File: src/rtl/core/flr_pkg.sv
// ----------------------------------------------------------------------------
// flr_pkg: shared types and constants for the float literal recognizer
// Character codes, scan phase encoding and the result bundle passed from the
// scanner to the output stage.
// ----------------------------------------------------------------------------
package flr_pkg;

  localparam int CpW  = 21;
  localparam int LenW = 12;

  localparam logic [CpW-1:0] ChZero  = 21'h000030;
  localparam logic [CpW-1:0] ChNine  = 21'h000039;
  localparam logic [CpW-1:0] ChUnder = 21'h00005F;
  localparam logic [CpW-1:0] ChDot   = 21'h00002E;
  localparam logic [CpW-1:0] ChLowE  = 21'h000065;
  localparam logic [CpW-1:0] ChUpE   = 21'h000045;
  localparam logic [CpW-1:0] ChPlus  = 21'h00002B;
  localparam logic [CpW-1:0] ChMinus = 21'h00002D;

  typedef enum logic [9:0] {
    PH_IDLE     = 10'b00_0000_0001,
    PH_INT_DIG  = 10'b00_0000_0010,
    PH_INT_US   = 10'b00_0000_0100,
    PH_DOT      = 10'b00_0000_1000,
    PH_FRAC_DIG = 10'b00_0001_0000,
    PH_FRAC_US  = 10'b00_0010_0000,
    PH_EXP_E    = 10'b00_0100_0000,
    PH_EXP_SIGN = 10'b00_1000_0000,
    PH_EXP_DIG  = 10'b01_0000_0000,
    PH_EXP_US   = 10'b10_0000_0000
  } phase_t;

  typedef struct packed {
    logic            fire;
    logic            accepted;
    logic [LenW-1:0] length;
  } result_t;

endpackage

File: src/rtl/core/flr_scanner.sv
// ----------------------------------------------------------------------------
// flr_scanner: literal scan state machine
// Holds the scan phase and the length counters; classifies one character per
// enabled cycle and reports a decision when the scan ends.
// ----------------------------------------------------------------------------
module flr_scanner
  import flr_pkg::*;
#(
  parameter logic [LenW-1:0] LenCap = 12'd4095
) (
  input  logic           clk,
  input  logic           rst,
  input  logic           en,
  input  logic           first_char,
  input  logic [CpW-1:0] char_code,
  output result_t        result
);

  phase_t          phase, phase_next;
  logic            seen_point, seen_point_next;
  logic [LenW-1:0] consumed, consumed_next;
  logic [LenW-1:0] marked, marked_next;

  logic is_digit, is_under, is_dot, is_e, is_sign;

  assign is_digit = (char_code >= ChZero) && (char_code <= ChNine);
  assign is_under = (char_code == ChUnder);
  assign is_dot   = (char_code == ChDot);
  assign is_e     = (char_code == ChLowE) || (char_code == ChUpE);
  assign is_sign  = (char_code == ChPlus) || (char_code == ChMinus);

  function automatic logic [LenW-1:0] sat_inc(input logic [LenW-1:0] v);
    return (v < LenCap) ? v + LenW'(1) : v;
  endfunction

  always_comb begin
    phase_next      = phase;
    seen_point_next = seen_point;
    consumed_next   = consumed;
    marked_next     = marked;
    result.fire     = 1'b0;
    result.accepted = 1'b0;

    if (first_char) begin
      seen_point_next = 1'b0;
      if (is_digit) begin
        consumed_next = sat_inc(LenW'(0));
        marked_next   = consumed_next;
        phase_next    = PH_INT_DIG;
      end else begin
        consumed_next = '0;
        marked_next   = '0;
        result.fire   = 1'b1;
      end
    end else begin
      case (phase)
        PH_INT_DIG: begin
          if (is_digit) begin
            consumed_next = sat_inc(consumed);
            marked_next   = consumed_next;
          end else if (is_under) begin
            consumed_next = sat_inc(consumed);
            phase_next    = PH_INT_US;
          end else if (is_dot) begin
            consumed_next = sat_inc(consumed);
            phase_next    = PH_DOT;
          end else if (is_e) begin
            consumed_next = sat_inc(consumed);
            phase_next    = PH_EXP_E;
          end else begin
            result.fire     = 1'b1;
            result.accepted = seen_point;
          end
        end
        PH_INT_US: begin
          if (is_digit) begin
            consumed_next = sat_inc(consumed);
            marked_next   = consumed_next;
            phase_next    = PH_INT_DIG;
          end else begin
            result.fire = 1'b1;
          end
        end
        PH_DOT: begin
          if (is_dot) begin
            result.fire = 1'b1;
          end else begin
            // the dot itself ends a valid literal from here on
            seen_point_next = 1'b1;
            marked_next     = consumed;
            if (is_digit) begin
              consumed_next = sat_inc(consumed);
              marked_next   = consumed_next;
              phase_next    = PH_FRAC_DIG;
            end else if (is_e) begin
              consumed_next = sat_inc(consumed);
              phase_next    = PH_EXP_E;
            end else begin
              result.fire     = 1'b1;
              result.accepted = 1'b1;
            end
          end
        end
        PH_FRAC_DIG: begin
          if (is_digit) begin
            consumed_next = sat_inc(consumed);
            marked_next   = consumed_next;
          end else if (is_under) begin
            consumed_next = sat_inc(consumed);
            phase_next    = PH_FRAC_US;
          end else if (is_e) begin
            consumed_next = sat_inc(consumed);
            phase_next    = PH_EXP_E;
          end else begin
            result.fire     = 1'b1;
            result.accepted = seen_point;
          end
        end
        PH_FRAC_US, PH_EXP_US: begin
          if (is_digit) begin
            consumed_next = sat_inc(consumed);
            marked_next   = consumed_next;
            phase_next    = (phase == PH_FRAC_US) ? PH_FRAC_DIG : PH_EXP_DIG;
          end else begin
            result.fire     = 1'b1;
            result.accepted = 1'b1;
          end
        end
        PH_EXP_E, PH_EXP_SIGN: begin
          if (is_sign && (phase == PH_EXP_E)) begin
            consumed_next = sat_inc(consumed);
            phase_next    = PH_EXP_SIGN;
          end else if (is_digit) begin
            consumed_next = sat_inc(consumed);
            marked_next   = consumed_next;
            phase_next    = PH_EXP_DIG;
          end else begin
            result.fire     = 1'b1;
            result.accepted = seen_point;
          end
        end
        PH_EXP_DIG: begin
          if (is_digit) begin
            consumed_next = sat_inc(consumed);
            marked_next   = consumed_next;
          end else if (is_under) begin
            consumed_next = sat_inc(consumed);
            phase_next    = PH_EXP_US;
          end else begin
            result.fire     = 1'b1;
            result.accepted = 1'b1;
          end
        end
        default: begin
          phase_next = PH_IDLE;
        end
      endcase
    end

    if (result.fire) begin
      phase_next = PH_IDLE;
    end
    result.length = result.accepted ? marked_next : '0;
  end

  always_ff @(posedge clk) begin
    if (rst) begin
      phase      <= PH_IDLE;
      seen_point <= 1'b0;
      consumed   <= '0;
      marked     <= '0;
    end else if (en) begin
      phase      <= phase_next;
      seen_point <= seen_point_next;
      consumed   <= consumed_next;
      marked     <= marked_next;
    end
  end

endmodule

File: src/rtl/core/float_literal_recognizer.sv
// ----------------------------------------------------------------------------
// float_literal_recognizer: decimal float literal lexer, one character per item
// Each input item carries one code point; an item flagged as first starts a
// scan. Unless the output stalls, the block takes one item every clock cycle
// with no bubbles: the scan state machine decides in the same cycle the item
// is accepted, and the decision lands in a single output register, so the
// sustained rate is one item per cycle and a result appears in the cycle after
// its deciding character. The input stalls only while that output register
// holds an untaken result. A result is produced only on the deciding character
// (which is not counted in the length): tuser says accept (1) or reject (0),
// tdata carries the length up to the last valid end of the literal, saturating
// at the smaller of MAX_TOKEN_LENGTH and 4095, and zero on reject. Characters
// seen while no scan is running are dropped without a result.
// ----------------------------------------------------------------------------
module float_literal_recognizer
  import flr_pkg::*;
#(
  parameter int MAX_TOKEN_LENGTH = 4095
) (
  input  logic        clk,
  input  logic        rst,
  input  logic        s_axis_tvalid,
  output logic        s_axis_tready,
  input  logic [23:0] s_axis_tdata,   // [20:0] char_code, [23:21] zero
  input  logic        s_axis_tuser,   // [0] first_char
  output logic        m_axis_tvalid,
  input  logic        m_axis_tready,
  output logic [15:0] m_axis_tdata,   // [11:0] token_length, [15:12] zero
  output logic        m_axis_tuser    // [0] accepted
);

  // counters are fixed at the result field width, so the cap never exceeds it
  localparam int CapInt = (MAX_TOKEN_LENGTH < 4095) ? MAX_TOKEN_LENGTH : 4095;
  localparam logic [LenW-1:0] LenCap = LenW'(CapInt);

  logic    in_fire;
  result_t result;
  logic    out_acc;
  logic [LenW-1:0] out_len;

  // advance whenever the output register is empty or being emptied
  assign s_axis_tready = !m_axis_tvalid || m_axis_tready;
  assign in_fire       = s_axis_tvalid && s_axis_tready;

  flr_scanner #(
    .LenCap(LenCap)
  ) u_scan (
    .clk       (clk),
    .rst       (rst),
    .en        (in_fire),
    .first_char(s_axis_tuser),
    .char_code (s_axis_tdata[CpW-1:0]),
    .result    (result)
  );

  // output register: load on a decision, drop once taken
  always_ff @(posedge clk) begin
    if (rst) begin
      m_axis_tvalid <= 1'b0;
    end else if (in_fire && result.fire) begin
      m_axis_tvalid <= 1'b1;
    end else if (m_axis_tready) begin
      m_axis_tvalid <= 1'b0;
    end
  end

  always_ff @(posedge clk) begin
    if (in_fire && result.fire) begin
      out_acc <= result.accepted;
      out_len <= result.length;
    end
  end

  assign m_axis_tuser = out_acc;
  assign m_axis_tdata = {4'b0000, out_len};

endmodule

File: config.mk
export PLATFORM = sky130hd
export DESIGN_NAME = float_literal_recognizer
export DESIGN_NICKNAME = d
export VERILOG_FILES = /design/src/rtl/core/flr_pkg.sv /design/src/rtl/core/flr_scanner.sv /design/src/rtl/core/float_literal_recognizer.sv
export SDC_FILE = /design/constraint.sdc
export NUM_CORES = 1
export LEC_CHECK = 0
export ABC_AREA = 0
export BUFFER_PORTS_ARGS = -buffer_cell sky130_fd_sc_hd__buf_4
export CORE_MARGIN = 5
export CORE_UTILIZATION = 40
export CTS_BUF_LIST = sky130_fd_sc_hd__clkbuf_16
export CTS_CLUSTER_DIAMETER = 200
export DETAILED_ROUTE_END_ITERATION = 6
export PLACE_DENSITY_LB_ADDON = 0.2
export SLEW_MARGIN = 30
export SYNTH_ARGS = -nofsm -noshare
export SYNTH_HDL_FRONTEND = slang
export SYNTH_SLANG_ARGS = --single-unit
File: constraint.sdc
create_clock -name clk -period 3.8 [get_ports clk]
set_input_delay 1.14 -clock clk [delete_from_list [all_inputs] [get_ports clk]]
set_output_delay 1.14 -clock clk [all_outputs]
set_load 0.005 [all_outputs]
==> qor.yml <==
critical_path_buf_inv_count: 1
drc: 0
final_common_cell: "buf_4"
multi_input_area_um2: 2850
synth_mux_area_share_pct: 2.68
portBuffers: 40
viasPerCell: 6.33
synthSimpleGateAreaFrac_pct: 30.8
fin_setup_tns_ns: 0
num_vias: 4646
synth-seq-area-share_pct: 26.7
ys_ff_latch: 49
critPathKind: "input port to register"
synthAdderAreaFrac_pct: 0.301
finalHoldViolCount: 0
clock_path_buffers: 2
ctsRootBufferMaster: "clkbuf_16"
clock_latency_ns: 0.30
cts_tree: "built"
skew_ns: 0.0123
place_congestion: 0.924
final_nets: 627
peakVddDrop_mv: 0.248
yosysWarnings: 0
grt_start_max_net_pins: 21
cp.arrival_ns: 3.64
total_power_mw: 1.14
async_flop_share_pct: 0
p_leak_nw: 1.81
synth_top_family_by_area: "compound AO/OA/AOI/OAI gates"
dieHeight_um: 112
yosys.area.top_type: "dfxtp_1"
antenna_found_initial: 0
critical_path_required_ns: 3.98
cp_top_family: "simple AND/OR/NAND/NOR gates"
comb_power_share_pct: 11.5
period_minus_slack_ns: 3.46
finalNonFillerCells: 734
synth-xor-area-share_pct: 2.95
worst_pin_slew_ns: 0.897
synth.area.top_cells: "dfxtp_1, edfxtp_1, a21oi_1, o21ai_0, nand2_1"
antenna_cells: 0
cp-start-kind: "input port"
htreeDepth: 2
initial_core_util_pct: 40.6
core_area_um2: 10200
power_frac_seq_pct: 47.8
synth_compound_area_share_pct: 31.5
dr.pass1.iters: 5
synthDistinctLibCells: 84
io_pins: 48
postRouteAntennaNets: 0
worst-path-max-fanout: 6
netlist_area_um2: 4150
first_iter_violations: 615
min_period_over_period_pct: 91.1
powerDensity_nw_per_um2: 228
cts_resized: 0
max-cap-violations: 0
status: "complete, no violations"
max_slew_margin_pct: 39.7
dpl_cell_area_um2: 4860
report.final.slew_viol_count: 0
cts_setup_buffers: 0
dp_hpwl_um: 10400
fillerInstances: 998
clkPwrFrac_pct: 40.7
p_sw_share_pct: 25.8
grt_pass1_vias: 4375
grt.overflow.total: 0
cts.reportedPaths.clkPinSlew_ns: 0.07
dpl_worst_slack_ns: 0.0804
grt_pass1_wl_um: 22600
final_area_um2: 5010
slowest_delay_ns: 0.53
fin_ws_ns: 0.339
synthCells: 533
grt_usage_pct: 21.6
intPower_mw: 0.847
synth_top_flop_cell: "dfxtp_1"
area_growth_pct: 20.7
drive_gt1_share_pct: 21.1
crit_slowest_cell: "or4_4"
hold_class: "register to register"
numCtsBuffers: 5
cts_hold_buf: 0
rsz0062_at_grt: "no"
cp-end-kind: "register"
routedWlPerCell_um: 18.6
finalSetupViolCount: 0
seq_area_um2: 1110
routed_wl_um: 13700
synth_top_area_share_pct: 17.3
cts_sinks: 49
fp.dieW_um: 112
synth-edff-count: 13
path_cells: "buf_4, nor4_4, nand4_1, o32ai_1, a211oi_1, or4_4, o21ai_4, a21oi_1, a211o_1"
final_cell_mix: "buf_4, nand2_1, a21oi_1, o21ai_0, dfxtp_1"
power.net_switching_mw: 0.294
fmaxAchievable_mhz: 289
row_count: 37
die-area_um2: 12500
synth.avg_cell_area_um2: 7.79
dp_cells: 726
==> logic make-up after synthesis <==
group / after synthesis
adders and majority gates: 1
other: 1
AOI/OAI and AO/OA: 191
DFF: 49
muxes: 11
and+or+nand+nor: 220
xor gates and xnor gates: 14
buffers and inverters: 46
==> flip-flops by register name, summed over array words and instances, names as in the netlist <==
signal             flops
m_axis_tuser           1
m_axis_tvalid          1
out_len               12
u_scan.consumed       12
u_scan.marked         12
u_scan.phase          10
u_scan.seen_point      1
==> power by group through the flow <==
| stage | Combinational [mW] | Clock (mW) | Sequential (mW) |
|---|---|---|---|
| global route | 0.142 | 0.492 | 0.547 |
| global placement | 0.127 | 0 | 0.558 |
| floorplan | 0.0675 | 0 | 0.557 |
| finish | 0.131 | 0.465 | 0.546 |
| CTS | 0.130 | 0.471 | 0.546 |
| detailed placement | 0.129 | 0 | 0.558 |
==> metal layers <==
layer	global-route usage [%]	part of all wire, %	up-vias	wire [µm]
met1	30.0	44	2180	6060
met4	5.60	1.8	0	246
met5	0	0	-	0
met2	35.4	45	255	6170
met3	2.93	8.8	23	1210
li1	-	-	2188	-
==> per-stage QoR <==
stage | util [%] | hold slack (ns)
floorplan | - | 0.426
global placement | 47.5 | 0.436
detailed placement | 47.5 | 0.448
CTS | 49.0 | 0.465
global route | 49.0 | 0.485
finish | 49.0 | 0.465
==> synth_stat cells, types with 6 or more instances <==
cell type   n
a211oi_1    9
a21o_1     11
a21oi_1    49
a31oi_1     7
and2_1      8
and3_1      9
and4_1      8
buf_2       6
clkbuf_1   23
dfxtp_1    36
edfxtp_1   13
inv_1       9
mux2i_1    10
nand2_1    52
nand2b_1   10
nand3_1    21
nand4_1    11
nor2_1     35
nor3_1     15
o211ai_1    6
o21ai_0    40
o32ai_1     7
or3_1      11
xnor2_1    10
==> final cells by class <==
type | count | area share, %
Clock buffer | 5 | 2.50
Clock inverter | 3 | 0.524
Inverter | 10 | 0.749
Multi-Input combinational cell | 441 | 56.9
Sequential cell | 49 | 22.2
Tap cell | 136 | 3.39
Timing Repair Buffer | 90 | 13.7
==> worst paths after layout <==
check,from,to,slack [ns],cells after the start
worst max register to register,u_scan.phase[4],out_len[1],0.71,7
worst min register to register,u_scan.marked[6],u_scan.marked[6],0.46,1
worst min-delay path,u_scan.marked[6],u_scan.marked[6],0.46,1
worst max-delay path,s_axis_tdata[11],u_scan.phase[0],0.34,9
Note: power is estimated with default switching activity, not from simulation.
